File: src/sv/jnls_pkg.sv
// Package for the numeric literal scanner: beat types, scan phases, byte codes
// and byte class helpers. No dependencies.
package jnls_pkg;

  localparam int unsigned LENGTH_BITS = 16;

  typedef enum logic [1:0] {
    TOK_NONE    = 2'd0,
    TOK_NUMERIC = 2'd1,
    TOK_BIGINT  = 2'd2,
    TOK_INVALID = 2'd3
  } tok_kind_e;

  typedef enum logic [4:0] {
    PH_IDLE       = 5'd0,
    PH_DOT_START  = 5'd1,
    PH_ZERO       = 5'd2,
    PH_INT        = 5'd3,
    PH_FRAC_FIRST = 5'd4,
    PH_FRAC       = 5'd5,
    PH_EXP_START  = 5'd6,
    PH_EXP_SIGN   = 5'd7,
    PH_EXP_DIGITS = 5'd8,
    PH_OCT_FIRST  = 5'd9,
    PH_OCT        = 5'd10,
    PH_BIN_FIRST  = 5'd11,
    PH_BIN        = 5'd12,
    PH_HEX_FIRST  = 5'd13,
    PH_HEX        = 5'd14,
    PH_LEGACY     = 5'd15
  } phase_e;

  typedef struct packed {
    logic [7:0] byte_value;
    logic       begin_req;
    logic       at_end;
  } in_beat_t;

  typedef struct packed {
    tok_kind_e              token_kind;
    logic [LENGTH_BITS-1:0] literal_length;
  } out_beat_t;

  localparam logic [7:0] CH_0     = 8'h30;
  localparam logic [7:0] CH_1     = 8'h31;
  localparam logic [7:0] CH_7     = 8'h37;
  localparam logic [7:0] CH_9     = 8'h39;
  localparam logic [7:0] CH_DOT   = 8'h2E;
  localparam logic [7:0] CH_PLUS  = 8'h2B;
  localparam logic [7:0] CH_MINUS = 8'h2D;
  localparam logic [7:0] CH_US    = 8'h5F;
  localparam logic [7:0] CH_N     = 8'h6E;
  localparam logic [7:0] CH_LO_O  = 8'h6F;
  localparam logic [7:0] CH_UP_O  = 8'h4F;
  localparam logic [7:0] CH_LO_B  = 8'h62;
  localparam logic [7:0] CH_UP_B  = 8'h42;
  localparam logic [7:0] CH_LO_X  = 8'h78;
  localparam logic [7:0] CH_UP_X  = 8'h58;
  localparam logic [7:0] CH_LO_E  = 8'h65;
  localparam logic [7:0] CH_UP_E  = 8'h45;
  localparam logic [7:0] CH_LO_A  = 8'h61;
  localparam logic [7:0] CH_LO_F  = 8'h66;
  localparam logic [7:0] CH_UP_A  = 8'h41;
  localparam logic [7:0] CH_UP_F  = 8'h46;

  function automatic logic is_dec(input logic [7:0] c);
    return c inside {[CH_0:CH_9]};
  endfunction

  function automatic logic is_hex(input logic [7:0] c);
    return c inside {[CH_0:CH_9], [CH_LO_A:CH_LO_F], [CH_UP_A:CH_UP_F]};
  endfunction

  // Digit class of the current radix.
  function automatic logic class_ok(input phase_e ph, input logic [7:0] c);
    logic ok;
    case (ph)
      PH_OCT_FIRST, PH_OCT: ok = c inside {[CH_0:CH_7]};
      PH_BIN_FIRST, PH_BIN: ok = (c == CH_0) || (c == CH_1);
      PH_HEX_FIRST, PH_HEX: ok = is_hex(c);
      default:              ok = is_dec(c);
    endcase
    return ok;
  endfunction

endpackage

File: src/sv/js_numeric_literal_scanner.sv
// Numeric literal scanner: results are registered. Throughput one byte per cycle
// while in_stall_o is low; a two-entry output (register plus skid)
// lets input continue while a result waits, in_stall_o rises only when both are full.
// rst_ni (async, low) clears scan phase, byte count, held separator and
// invalid flag, and empties the output register and skid entry.
module js_numeric_literal_scanner (
  input  logic               clk_i,
  input  logic               rst_ni,
  input  logic               in_valid_i,
  output logic               in_stall_o,
  input  jnls_pkg::in_beat_t  in_beat_i,
  output logic               out_valid_o,
  input  logic               out_stall_i,
  output jnls_pkg::out_beat_t out_beat_o
);

  localparam int unsigned LB = jnls_pkg::LENGTH_BITS;

  jnls_pkg::phase_e    ph_q, ph_d;
  logic [LB-1:0]       cnt_q, cnt_d;
  logic                hold_q, hold_d;
  logic                bad_q, bad_d;

  logic                out_valid_q, skid_valid_q;
  jnls_pkg::out_beat_t out_q, skid_q;

  logic                acc, out_take;
  logic                res_valid;
  jnls_pkg::out_beat_t res;

  assign in_stall_o  = skid_valid_q;
  assign acc         = in_valid_i && !skid_valid_q;
  assign out_take    = out_valid_q && !out_stall_i;
  assign out_valid_o = out_valid_q;
  assign out_beat_o  = out_q;

  always_comb begin
    logic [7:0]          c;
    logic [LB-1:0]       cnt_base;
    logic [1:0]          add;
    logic [LB:0]         sum;
    logic                emit;
    jnls_pkg::tok_kind_e kind;
    logic                use_loop, allow_n, allow_exp;

    c         = in_beat_i.at_end ? 8'h00 : in_beat_i.byte_value;
    ph_d      = ph_q;
    hold_d    = hold_q;
    bad_d     = bad_q;
    cnt_base  = cnt_q;
    add       = 2'd0;
    emit      = 1'b0;
    kind      = jnls_pkg::TOK_NONE;
    use_loop  = 1'b0;
    allow_n   = 1'b0;
    allow_exp = 1'b0;

    if (in_beat_i.begin_req) begin
      cnt_base = '0;
      hold_d   = 1'b0;
      bad_d    = 1'b0;
      if (c == jnls_pkg::CH_0) begin
        add  = 2'd1;
        ph_d = jnls_pkg::PH_ZERO;
      end else if (jnls_pkg::is_dec(c)) begin
        add  = 2'd1;
        ph_d = jnls_pkg::PH_INT;
      end else if (c == jnls_pkg::CH_DOT) begin
        ph_d = jnls_pkg::PH_DOT_START;
      end else begin
        emit = 1'b1;
      end
    end else if (ph_q == jnls_pkg::PH_IDLE) begin
      ph_d = jnls_pkg::PH_IDLE;
    end else if (hold_q) begin
      hold_d = 1'b0;
      if (jnls_pkg::class_ok(ph_q, c)) begin
        add = 2'd2;
      end else begin
        emit = 1'b1;
        kind = jnls_pkg::TOK_NUMERIC;
      end
    end else begin
      case (ph_q)
        jnls_pkg::PH_DOT_START: begin
          if (jnls_pkg::is_dec(c)) begin
            add  = 2'd2;
            ph_d = jnls_pkg::PH_FRAC;
          end else begin
            emit = 1'b1;
          end
        end
        jnls_pkg::PH_ZERO: begin
          add = 2'd1;
          if (c == jnls_pkg::CH_DOT) begin
            ph_d = jnls_pkg::PH_FRAC_FIRST;
          end else if (c == jnls_pkg::CH_LO_E || c == jnls_pkg::CH_UP_E) begin
            ph_d = jnls_pkg::PH_EXP_START;
          end else if (c == jnls_pkg::CH_LO_O || c == jnls_pkg::CH_UP_O) begin
            ph_d = jnls_pkg::PH_OCT_FIRST;
          end else if (c == jnls_pkg::CH_LO_B || c == jnls_pkg::CH_UP_B) begin
            ph_d = jnls_pkg::PH_BIN_FIRST;
          end else if (c == jnls_pkg::CH_LO_X || c == jnls_pkg::CH_UP_X) begin
            ph_d = jnls_pkg::PH_HEX_FIRST;
          end else if (c == jnls_pkg::CH_N) begin
            emit = 1'b1;
            kind = jnls_pkg::TOK_BIGINT;
          end else if (jnls_pkg::is_dec(c)) begin
            ph_d = jnls_pkg::PH_LEGACY;
          end else begin
            add  = 2'd0;
            emit = 1'b1;
            kind = jnls_pkg::TOK_NUMERIC;
          end
        end
        jnls_pkg::PH_INT: begin
          if (c == jnls_pkg::CH_DOT) begin
            add  = 2'd1;
            ph_d = jnls_pkg::PH_FRAC_FIRST;
          end else begin
            use_loop  = 1'b1;
            allow_n   = 1'b1;
            allow_exp = 1'b1;
          end
        end
        jnls_pkg::PH_FRAC_FIRST: begin
          ph_d      = jnls_pkg::PH_FRAC;
          use_loop  = 1'b1;
          allow_exp = 1'b1;
          if (c == jnls_pkg::CH_US) bad_d = 1'b1;
        end
        jnls_pkg::PH_FRAC: begin
          use_loop  = 1'b1;
          allow_exp = 1'b1;
        end
        jnls_pkg::PH_EXP_START, jnls_pkg::PH_EXP_SIGN: begin
          if (ph_q == jnls_pkg::PH_EXP_START &&
              (c == jnls_pkg::CH_PLUS || c == jnls_pkg::CH_MINUS)) begin
            add  = 2'd1;
            ph_d = jnls_pkg::PH_EXP_SIGN;
          end else if (jnls_pkg::is_dec(c)) begin
            add  = 2'd1;
            ph_d = jnls_pkg::PH_EXP_DIGITS;
          end else begin
            bad_d = 1'b1;
            emit  = 1'b1;
            kind  = jnls_pkg::TOK_NUMERIC;
          end
        end
        jnls_pkg::PH_EXP_DIGITS: begin
          use_loop = 1'b1;
        end
        jnls_pkg::PH_OCT_FIRST, jnls_pkg::PH_BIN_FIRST, jnls_pkg::PH_HEX_FIRST: begin
          if (jnls_pkg::class_ok(ph_q, c)) begin
            add = 2'd1;
            case (ph_q)
              jnls_pkg::PH_OCT_FIRST: ph_d = jnls_pkg::PH_OCT;
              jnls_pkg::PH_BIN_FIRST: ph_d = jnls_pkg::PH_BIN;
              default:                ph_d = jnls_pkg::PH_HEX;
            endcase
          end else begin
            bad_d = 1'b1;
            emit  = 1'b1;
            if (c == jnls_pkg::CH_N) begin
              add  = 2'd1;
              kind = jnls_pkg::TOK_BIGINT;
            end else begin
              kind = jnls_pkg::TOK_NUMERIC;
            end
          end
        end
        jnls_pkg::PH_OCT, jnls_pkg::PH_BIN, jnls_pkg::PH_HEX: begin
          use_loop = 1'b1;
          allow_n  = 1'b1;
        end
        jnls_pkg::PH_LEGACY: begin
          if (jnls_pkg::is_dec(c)) begin
            add = 2'd1;
          end else begin
            emit = 1'b1;
            kind = jnls_pkg::TOK_NUMERIC;
          end
        end
        default: begin
          ph_d     = jnls_pkg::PH_IDLE;
          cnt_base = '0;
          hold_d   = 1'b0;
          bad_d    = 1'b0;
        end
      endcase

      // shared digit loop; class_ok sees frac-first as decimal
      if (use_loop) begin
        if (jnls_pkg::class_ok(ph_q, c)) begin
          add = 2'd1;
        end else if (c == jnls_pkg::CH_US) begin
          hold_d = 1'b1;
        end else if (allow_n && c == jnls_pkg::CH_N) begin
          add  = 2'd1;
          emit = 1'b1;
          kind = jnls_pkg::TOK_BIGINT;
        end else if (allow_exp && (c == jnls_pkg::CH_LO_E || c == jnls_pkg::CH_UP_E)) begin
          add  = 2'd1;
          ph_d = jnls_pkg::PH_EXP_START;
        end else begin
          emit = 1'b1;
          kind = jnls_pkg::TOK_NUMERIC;
        end
      end
    end

    sum   = {1'b0, cnt_base} + {{(LB-1){1'b0}}, add};
    cnt_d = sum[LB] ? '1 : sum[LB-1:0];

    res_valid = emit;
    res.token_kind     = (kind != jnls_pkg::TOK_NONE && bad_d) ? jnls_pkg::TOK_INVALID : kind;
    res.literal_length = (kind == jnls_pkg::TOK_NONE) ? '0 : cnt_d;

    if (emit) begin
      ph_d   = jnls_pkg::PH_IDLE;
      cnt_d  = '0;
      hold_d = 1'b0;
      bad_d  = 1'b0;
    end
  end

  always_ff @(posedge clk_i or negedge rst_ni) begin
    if (!rst_ni) begin
      ph_q   <= jnls_pkg::PH_IDLE;
      cnt_q  <= '0;
      hold_q <= 1'b0;
      bad_q  <= 1'b0;
    end else if (acc) begin
      ph_q   <= ph_d;
      cnt_q  <= cnt_d;
      hold_q <= hold_d;
      bad_q  <= bad_d;
    end
  end

  always_ff @(posedge clk_i or negedge rst_ni) begin
    if (!rst_ni) begin
      out_valid_q  <= 1'b0;
      skid_valid_q <= 1'b0;
    end else if (skid_valid_q) begin
      if (out_take) skid_valid_q <= 1'b0;
    end else if (acc) begin
      if (!out_valid_q || out_take) begin
        out_valid_q <= res_valid;
      end else if (res_valid) begin
        skid_valid_q <= 1'b1;
      end
    end else if (out_take) begin
      out_valid_q <= 1'b0;
    end
  end

  always_ff @(posedge clk_i) begin
    if (skid_valid_q) begin
      if (out_take) out_q <= skid_q;
    end else if (acc) begin
      if (!out_valid_q || out_take) begin
        out_q <= res;
      end else if (res_valid) begin
        skid_q <= res;
      end
    end
  end

endmodule

File: config.mk
export PLATFORM = sky130hd
export DESIGN_NAME = js_numeric_literal_scanner
export DESIGN_NICKNAME = d
export VERILOG_FILES = /design/src/sv/jnls_pkg.sv /design/src/sv/js_numeric_literal_scanner.sv
export SDC_FILE = /design/constraint.sdc
export NUM_CORES = 1
export LEC_CHECK = 0
export ABC_AREA = 1
export BUFFER_PORTS_ARGS = -buffer_cell sky130_fd_sc_hd__buf_2
export CAP_MARGIN = 20
export CORE_ASPECT_RATIO = 1.5
export CORE_MARGIN = 4
export CORE_UTILIZATION = 45
export DETAILED_ROUTE_END_ITERATION = 12
export GPL_ROUTABILITY_DRIVEN = 0
export GPL_TIMING_DRIVEN = 1
export PLACE_DENSITY = 0.73
export SKIP_LAST_GASP = 1
export SLEW_MARGIN = 5
export SYNTH_ARGS = -nofsm -noshare
export SYNTH_HDL_FRONTEND = slang
export SYNTH_SLANG_ARGS = --single-unit
File: constraint.sdc
create_clock -name clk_i -period 3.2 [get_ports clk_i]
set_input_delay 0.96 -clock clk_i [delete_from_list [all_inputs] [get_ports clk_i]]
set_output_delay 0.96 -clock clk_i [all_outputs]
set_load 0.01 [all_outputs]
Word level (Yosys, flattened, before mapping). Index checks and enable logic that the tools add are counted.

Add/sub/neg operators: 1. $lt $le $gt $ge: 7. Eq/ne operators: 35. Multiplexer cells: 152. Bitwise operators: 2. Reductions and logical operators: 44.

Operators with widths (number): 2-to-1 mux 5 bit (24); 2-to-1 mux 16 bit (7); == test 8 x 7 -> 1 bit (second input constant) (10); 2-to-1 mux 1 bit (78); 2-to-1 mux 18 bit (4); 2-to-1 mux 2 bit (28); == test 5 x 4 -> 1 bit (second input constant) (8); == test 8 x 6 -> 1 bit (second input constant) (5); one-hot mux 5 bit (7 select lines) (1); == test 5 x 3 -> 1 bit (second input constant) (4); adder 16 x 2 -> 17 bit (1); >= comparator 8 x 7 -> 1 bit (second input constant) (2); <= comparator 8 x 6 -> 1 bit (second input constant) (2); <= comparator 8 x 7 -> 1 bit (second input constant) (2); OR reduction 15 bit (1); one-hot mux 2 bit (6 select lines) (1); OR reduction 2 bit (6); OR reduction 6 bit (2); == test 5 x 2 -> 1 bit (second input constant) (2); logical AND 1 bit (10); AND reduction 3 bit (3); OR reduction 9 bit (1); >= comparator 8 x 6 -> 1 bit (second input constant) (1); 2-to-1 mux 8 bit (1); 20 further kinds (37).

Bits in registers: 61. Input bits: 14. Output and inout bits: 20. Word-level logic and storage cells: 251.

Longest topological paths before layout.
Word-level depth: 25. Mapped depth: 28. Gate-level depth less buffers: 26.

Worst setup path after synthesis. No wires, ideal clock.

Path type: input to register. From: input in_beat_i[0] (netlist bit). To: register out_q (netlist bit out_beat_o[5]), data pin. Library setup time: 0.143 ns. Data arrival time: 3.795 ns. Required time: 3.057 ns. Slack: -0.737 ns. Cell stages on the path: 25. Buffers on the path: 2. Cells stage by stage: inv_2 > buf_6 > nand3_1 > nor2_1 > nand2_2 > inv_1 > o21ai_0 > o2111ai_1 > a21oi_1 > nand3_1 > nand2_1 > a21oi_1 > ha_1 > inv_1 > fa_1 > inv_1 > nand2_1 > nor2_8 > inv_1 > nor2_4 > nand2_4 > buf_6 > nand2_4 > nand2_2 > o21ai_2.

Cells in the longest elaborated chain, start to end: 25. Elaborated cells on any way between the ends: 112. Classes of those cells: 1 x add/sub; 7 x order compare; 15 x eq/ne; 74 x mux; 15 x reduce/logical.

RTL lines: from (decl) (line js_numeric_literal_scanner.sv:11) `input jnls_pkg::in_beat_t in_beat_i,`; 2-to-1 mux 8 bit * (line js_numeric_literal_scanner.sv:46) `c = in_beat_i.at_end ? 8'h00 : in_beat_i.byte_value;`; >= comparator 8 x 6 -> 1 bit, or another cell as far along (line jnls_pkg.sv:67, jnls_pkg.sv:71, jnls_pkg.sv:78); logical AND 1 bit, on equally long branches (line jnls_pkg.sv:67, jnls_pkg.sv:71); nonzero test 3 bit / 2-to-1 mux 1 bit (equally long branches); one-hot mux 1 bit (3 select lines) / 2-to-1 mux 1 bit (equally long branches) (line jnls_pkg.sv:77, js_numeric_literal_scanner.sv:105); 2-to-1 mux 1 bit, on equally long branches (line js_numeric_literal_scanner.sv:84, js_numeric_literal_scanner.sv:103); 2-to-1 mux 1 bit, on equally long branches (line js_numeric_literal_scanner.sv:75, js_numeric_literal_scanner.sv:101); 2-to-1 mux 1 bit, on equally long branches (line js_numeric_literal_scanner.sv:73, js_numeric_literal_scanner.sv:99); [... 9 more ...]; 2-to-1 mux 2 bit (line js_numeric_literal_scanner.sv:73) `end else if (ph_q == jnls_pkg::PH_IDLE) begin`; 2-to-1 mux 2 bit (line js_numeric_literal_scanner.sv:58) `if (in_beat_i.begin_req) begin`; adder 16 x 2 -> 17 bit (line js_numeric_literal_scanner.sv:212) `sum = {1'b0, cnt_base} + {{(LB-1){1'b0}}, add};`; 2-to-1 mux 16 bit (line js_numeric_literal_scanner.sv:213) `cnt_d = sum[LB] ? '1 : sum[LB-1:0];`; 2-to-1 mux 16 bit * (line js_numeric_literal_scanner.sv:217) `res.literal_length = (kind == jnls_pkg::TOK_NONE) ? '0 : cnt_d;`; 2-to-1 mux 18 bit * (line js_numeric_literal_scanner.sv:262) `if (!out_valid_q || out_take) begin`; 2-to-1 mux 18 bit * (line js_numeric_literal_scanner.sv:261) `end else if (acc) begin`; 2-to-1 mux 18 bit * (line js_numeric_literal_scanner.sv:259) `if (skid_valid_q) begin`; to (signal assigned) (line js_numeric_literal_scanner.sv:260) `if (out_take) out_q <= skid_q;`; to (signal assigned) (line js_numeric_literal_scanner.sv:263) `out_q <= res;`; to (decl) (line js_numeric_literal_scanner.sv:25) `jnls_pkg::out_beat_t out_q, skid_q;`.

Every way passes the cells marked *; elsewhere a longest branch is shown, timed or not. The select of a mux whose other input is x is not followed. A chain may end at the register's enable or synchronous reset.

Final worst setup path.
From: input in_beat_i[0] (netlist bit). To: register out_q (netlist bit out_beat_o[12]), data pin.

Same word-level chain as after synthesis.

==> results_dict.tcl <==
set metrics [dict create \
    violations "setup timing" \
    hold_path_depth 2 \
    nets 804 \
    ys_seq_area_share_pct 37.80 \
    whs_endpoint "cnt_q[6]" \
    r2r-end "out_beat_o[12]" \
    worstSkewPairLatency_ns 0.34 \
    ir_drop_mv 0.2878 \
    synth_top_area_share_pct 23.95 \
    max_freq_ghz 0.2717 \
    drc 0 \
    core.rowCount 44 \
    clk_path_buf_depth 2 \
    p_per_area_mw_per_mm2 514.6 \
    synth_cell_types 44 \
    dieArea_sq_mm 0.01173 \
    wl_um 14110 \
    syn_inst 649 \
    core_sq_mm 0.009744 \
    cp-end-kind "flop" \
    fp.dieH_um 130.7 \
    regToRegSetupSlack_ns -0.34 \
    overflow 0 \
    cts_hold_buf 0 \
    grt_pass1_wl_um 22070 \
    synth.avg_cell_area_sq_um 6.956 \
    area_growth_pct 37.39 \
    synth-main-ff-cell "edfxtp_1" \
    worst_slew_pin_slew_ns 0.7100 \
    synth_common_cells "nand2_1, nor2_1, inv_1, nand3_1, edfxtp_1" \
    cts_tree "yes" \
    firstDrtPassIters 7 \
    hold_ws_ns 0.4884 \
    hold_class "flop to flop" \
    setup_viol 48 \
    yosysMostFrequentCell "nand2_1" \
    portBuffers 33 \
    die_w_um 89.78 \
    io_pins 34 \
    antennaDiodeCount 0 \
    wl_per_cell_um 15.56 \
    cap_violations 0 \
    status "finished with violations" \
    pre_cts_ws_ns -0.8696 \
    syn_area_sq_mm 0.004514 \
    grt_antenna_before_repair 0 \
    drive_above_1_share_pct 35.23 \
    finalCritPeriodShare_pct 115.0 \
    critPathMaxFanout 8 \
    fin_util_pct 63.65 \
    hold_viol 0 \
    ys_warn_count 0 \
    cts.sinks 61 \
    synth_top_area_cell "edfxtp_1" \
    cp-start-kind "input port" \
    grt_max_degree 29 \
    synth_area_leaders "edfxtp_1, nand2_1, dfrtp_1" \
    rr_worst_depth 26 \
    track_usage_pct 23.77 \
    fin_crit_ns 3.680 \
    ant_nets 0 \
    p_leak_nw 3.270 \
    synthArstFlopShare_pct 40.98 \
    cp_data_required_time_ns 3.41 \
    r2r_start "ph_q[0]" \
    slew_viol_final 0 \
    path_class "input port to flop" \
    num_vias 4980 \
    synthesis.nets 666 \
    vias_per_cell 5.491 \
    cts_root_buf "clkbuf_16" \
    start_util_pct 46.33 \
    hpwl_um 10610 \
    path_clk_slew_ns 0.05 \
    setup_slack_ns -0.4800 \
    skew_ns 0.009171 \
    h-tree-depth 3 \
    min-delay-start "cnt_q[6]" \
    cts_buffers 9 \
    synth_seq_cells 61 \
    arrival_ns 3.89 \
    finalSetupTns_ns -19.50 \
    first_global_vias 4891 \
    drtIter0Drc 307 \
    slew-limit-headroom_pct 52.23 \
    synth_enable_flop_cells 36 \
    rsz0062_at_grt "yes" \
]
-- placed cells by master, fill, tap and decap left out, types with 3 or more instances in the layout --
master,n
nand2_1,188
buf_4,104
inv_1,69
nor2_1,62
nand3_1,56
edfxtp_1,36
buf_2,32
nand2_2,30
dfrtp_1,25
inv_2,22
nand4_1,16
o21ai_0,16
nor2_2,14
nand2_4,11
nand3_4,10
nand3_2,9
a21oi_1,9
clkbuf_16,9
nor2_4,8
o21ai_1,8
a21oi_2,6
nor3_1,5
o21ai_2,5
buf_12,4
o2111ai_1,3
a31oi_1,3
clkbuf_1,3
-- per-stage QoR --
step | power (mW) | cell area [sq um] | instances
after floorplan | 1.743 | 4609 | 649
after global placement | 2.205 | 5542 | 875
after detailed placement | 2.229 | 5542 | 875
after CTS | 3.186 | 5995 | 898
after global routing | 3.371 | 6202 | 907
final | 3.192 | 6202 | 907
-- cell families (layout without fill, tap and decap cells) --
| family | after synthesis | in the layout | synth area share, % |
|---|---|---|---|
| AND/OR/NAND/NOR | 415 | 415 | 42.96 |
| adder cells (fa/ha/maj) | 3 | 3 | 0.9977 |
| XOR/XNOR | 2 | 2 | 0.3881 |
| AO/OA/AOI/OAI | 61 | 61 | 7.983 |
| buffers and inverters | 107 | 250 | 9.867 |
| flip-flops | 61 | 61 | 37.80 |
-- power breakdown --
part	leakage (nW)	switching, mW	internal, mW	total (mW)
sequential	0.693	0.0520	1.01	1.06
clock	0.141	0.318	0.619	0.936
combinational	2.44	0.768	0.425	1.19
total	3.27	1.14	2.05	3.19
-- worst max path at each step --
stage / startpoint / endpoint
global placement: in_beat_i[0] / out_beat_o[14]
floorplan: in_beat_i[0] / out_beat_o[5]
detailed placement: in_beat_i[0] / out_beat_o[13]
global route: in_beat_i[0] / out_beat_o[13]
CTS: in_beat_i[0] / out_beat_o[15]
finish: in_beat_i[0] / out_beat_o[12]
-- critical path, cell delays in order --
cell	delay [ns]
buf_12	0.11
inv_16	0.06
buf_8	0.11
buf_4	0.11
nand3_1	0.08
nor2_2	0.15
nand2_2	0.11
nand2_2	0.08
nor2_1	0.04
nand3_1	0.13
a21oi_2	0.07
nand3_1	0.09
nand2_1	0.07
a21oi_2	0.14
ha_2	0.20
inv_2	0.04
fa_2	0.34
inv_2	0.08
nand2_4	0.06
nor2_8	0.12
inv_2	0.05
nor2_4	0.13
nand2_4	0.11
buf_12	0.17
nand3_4	0.10
nand3_2	0.07
nand2_1	0.08
-- cell type report --
class,instances,area [sq um]
inverters,93,365.4
repair buffers,141,1036
clock buffers,13,250.2
multi-input cells,481,2661
well taps,115,143.9
flip-flops and latches,61,1707
fillers,822,3542
clock inverters,3,38.79
-- per-layer routing --
metal	vias up	global-route usage, %	routed length, um
li1	2377	-	-
met1	2268	20.63	4587
met2	236	48.01	7674
met3	99	3.608	610
met4	0	19.13	1237
met5	-	0	0
-- what timing repair did --
item | 4_1_cts | 5_1_grt
pin swaps | 18 | 28
buffers inserted | 7 | 9
resized for setup | 32 | 38
endpoints found under the setup margin | 48 | 48
-- flip-flops by register name, indices dropped and copies added (netlist names) --
name         flops
bad_q            1
cnt_q           16
hold_q           1
in_stall_o       1
out_beat_o      18
out_valid_o      1
ph_q             5
skid_q          18
(Power assumes the default switching activity.)
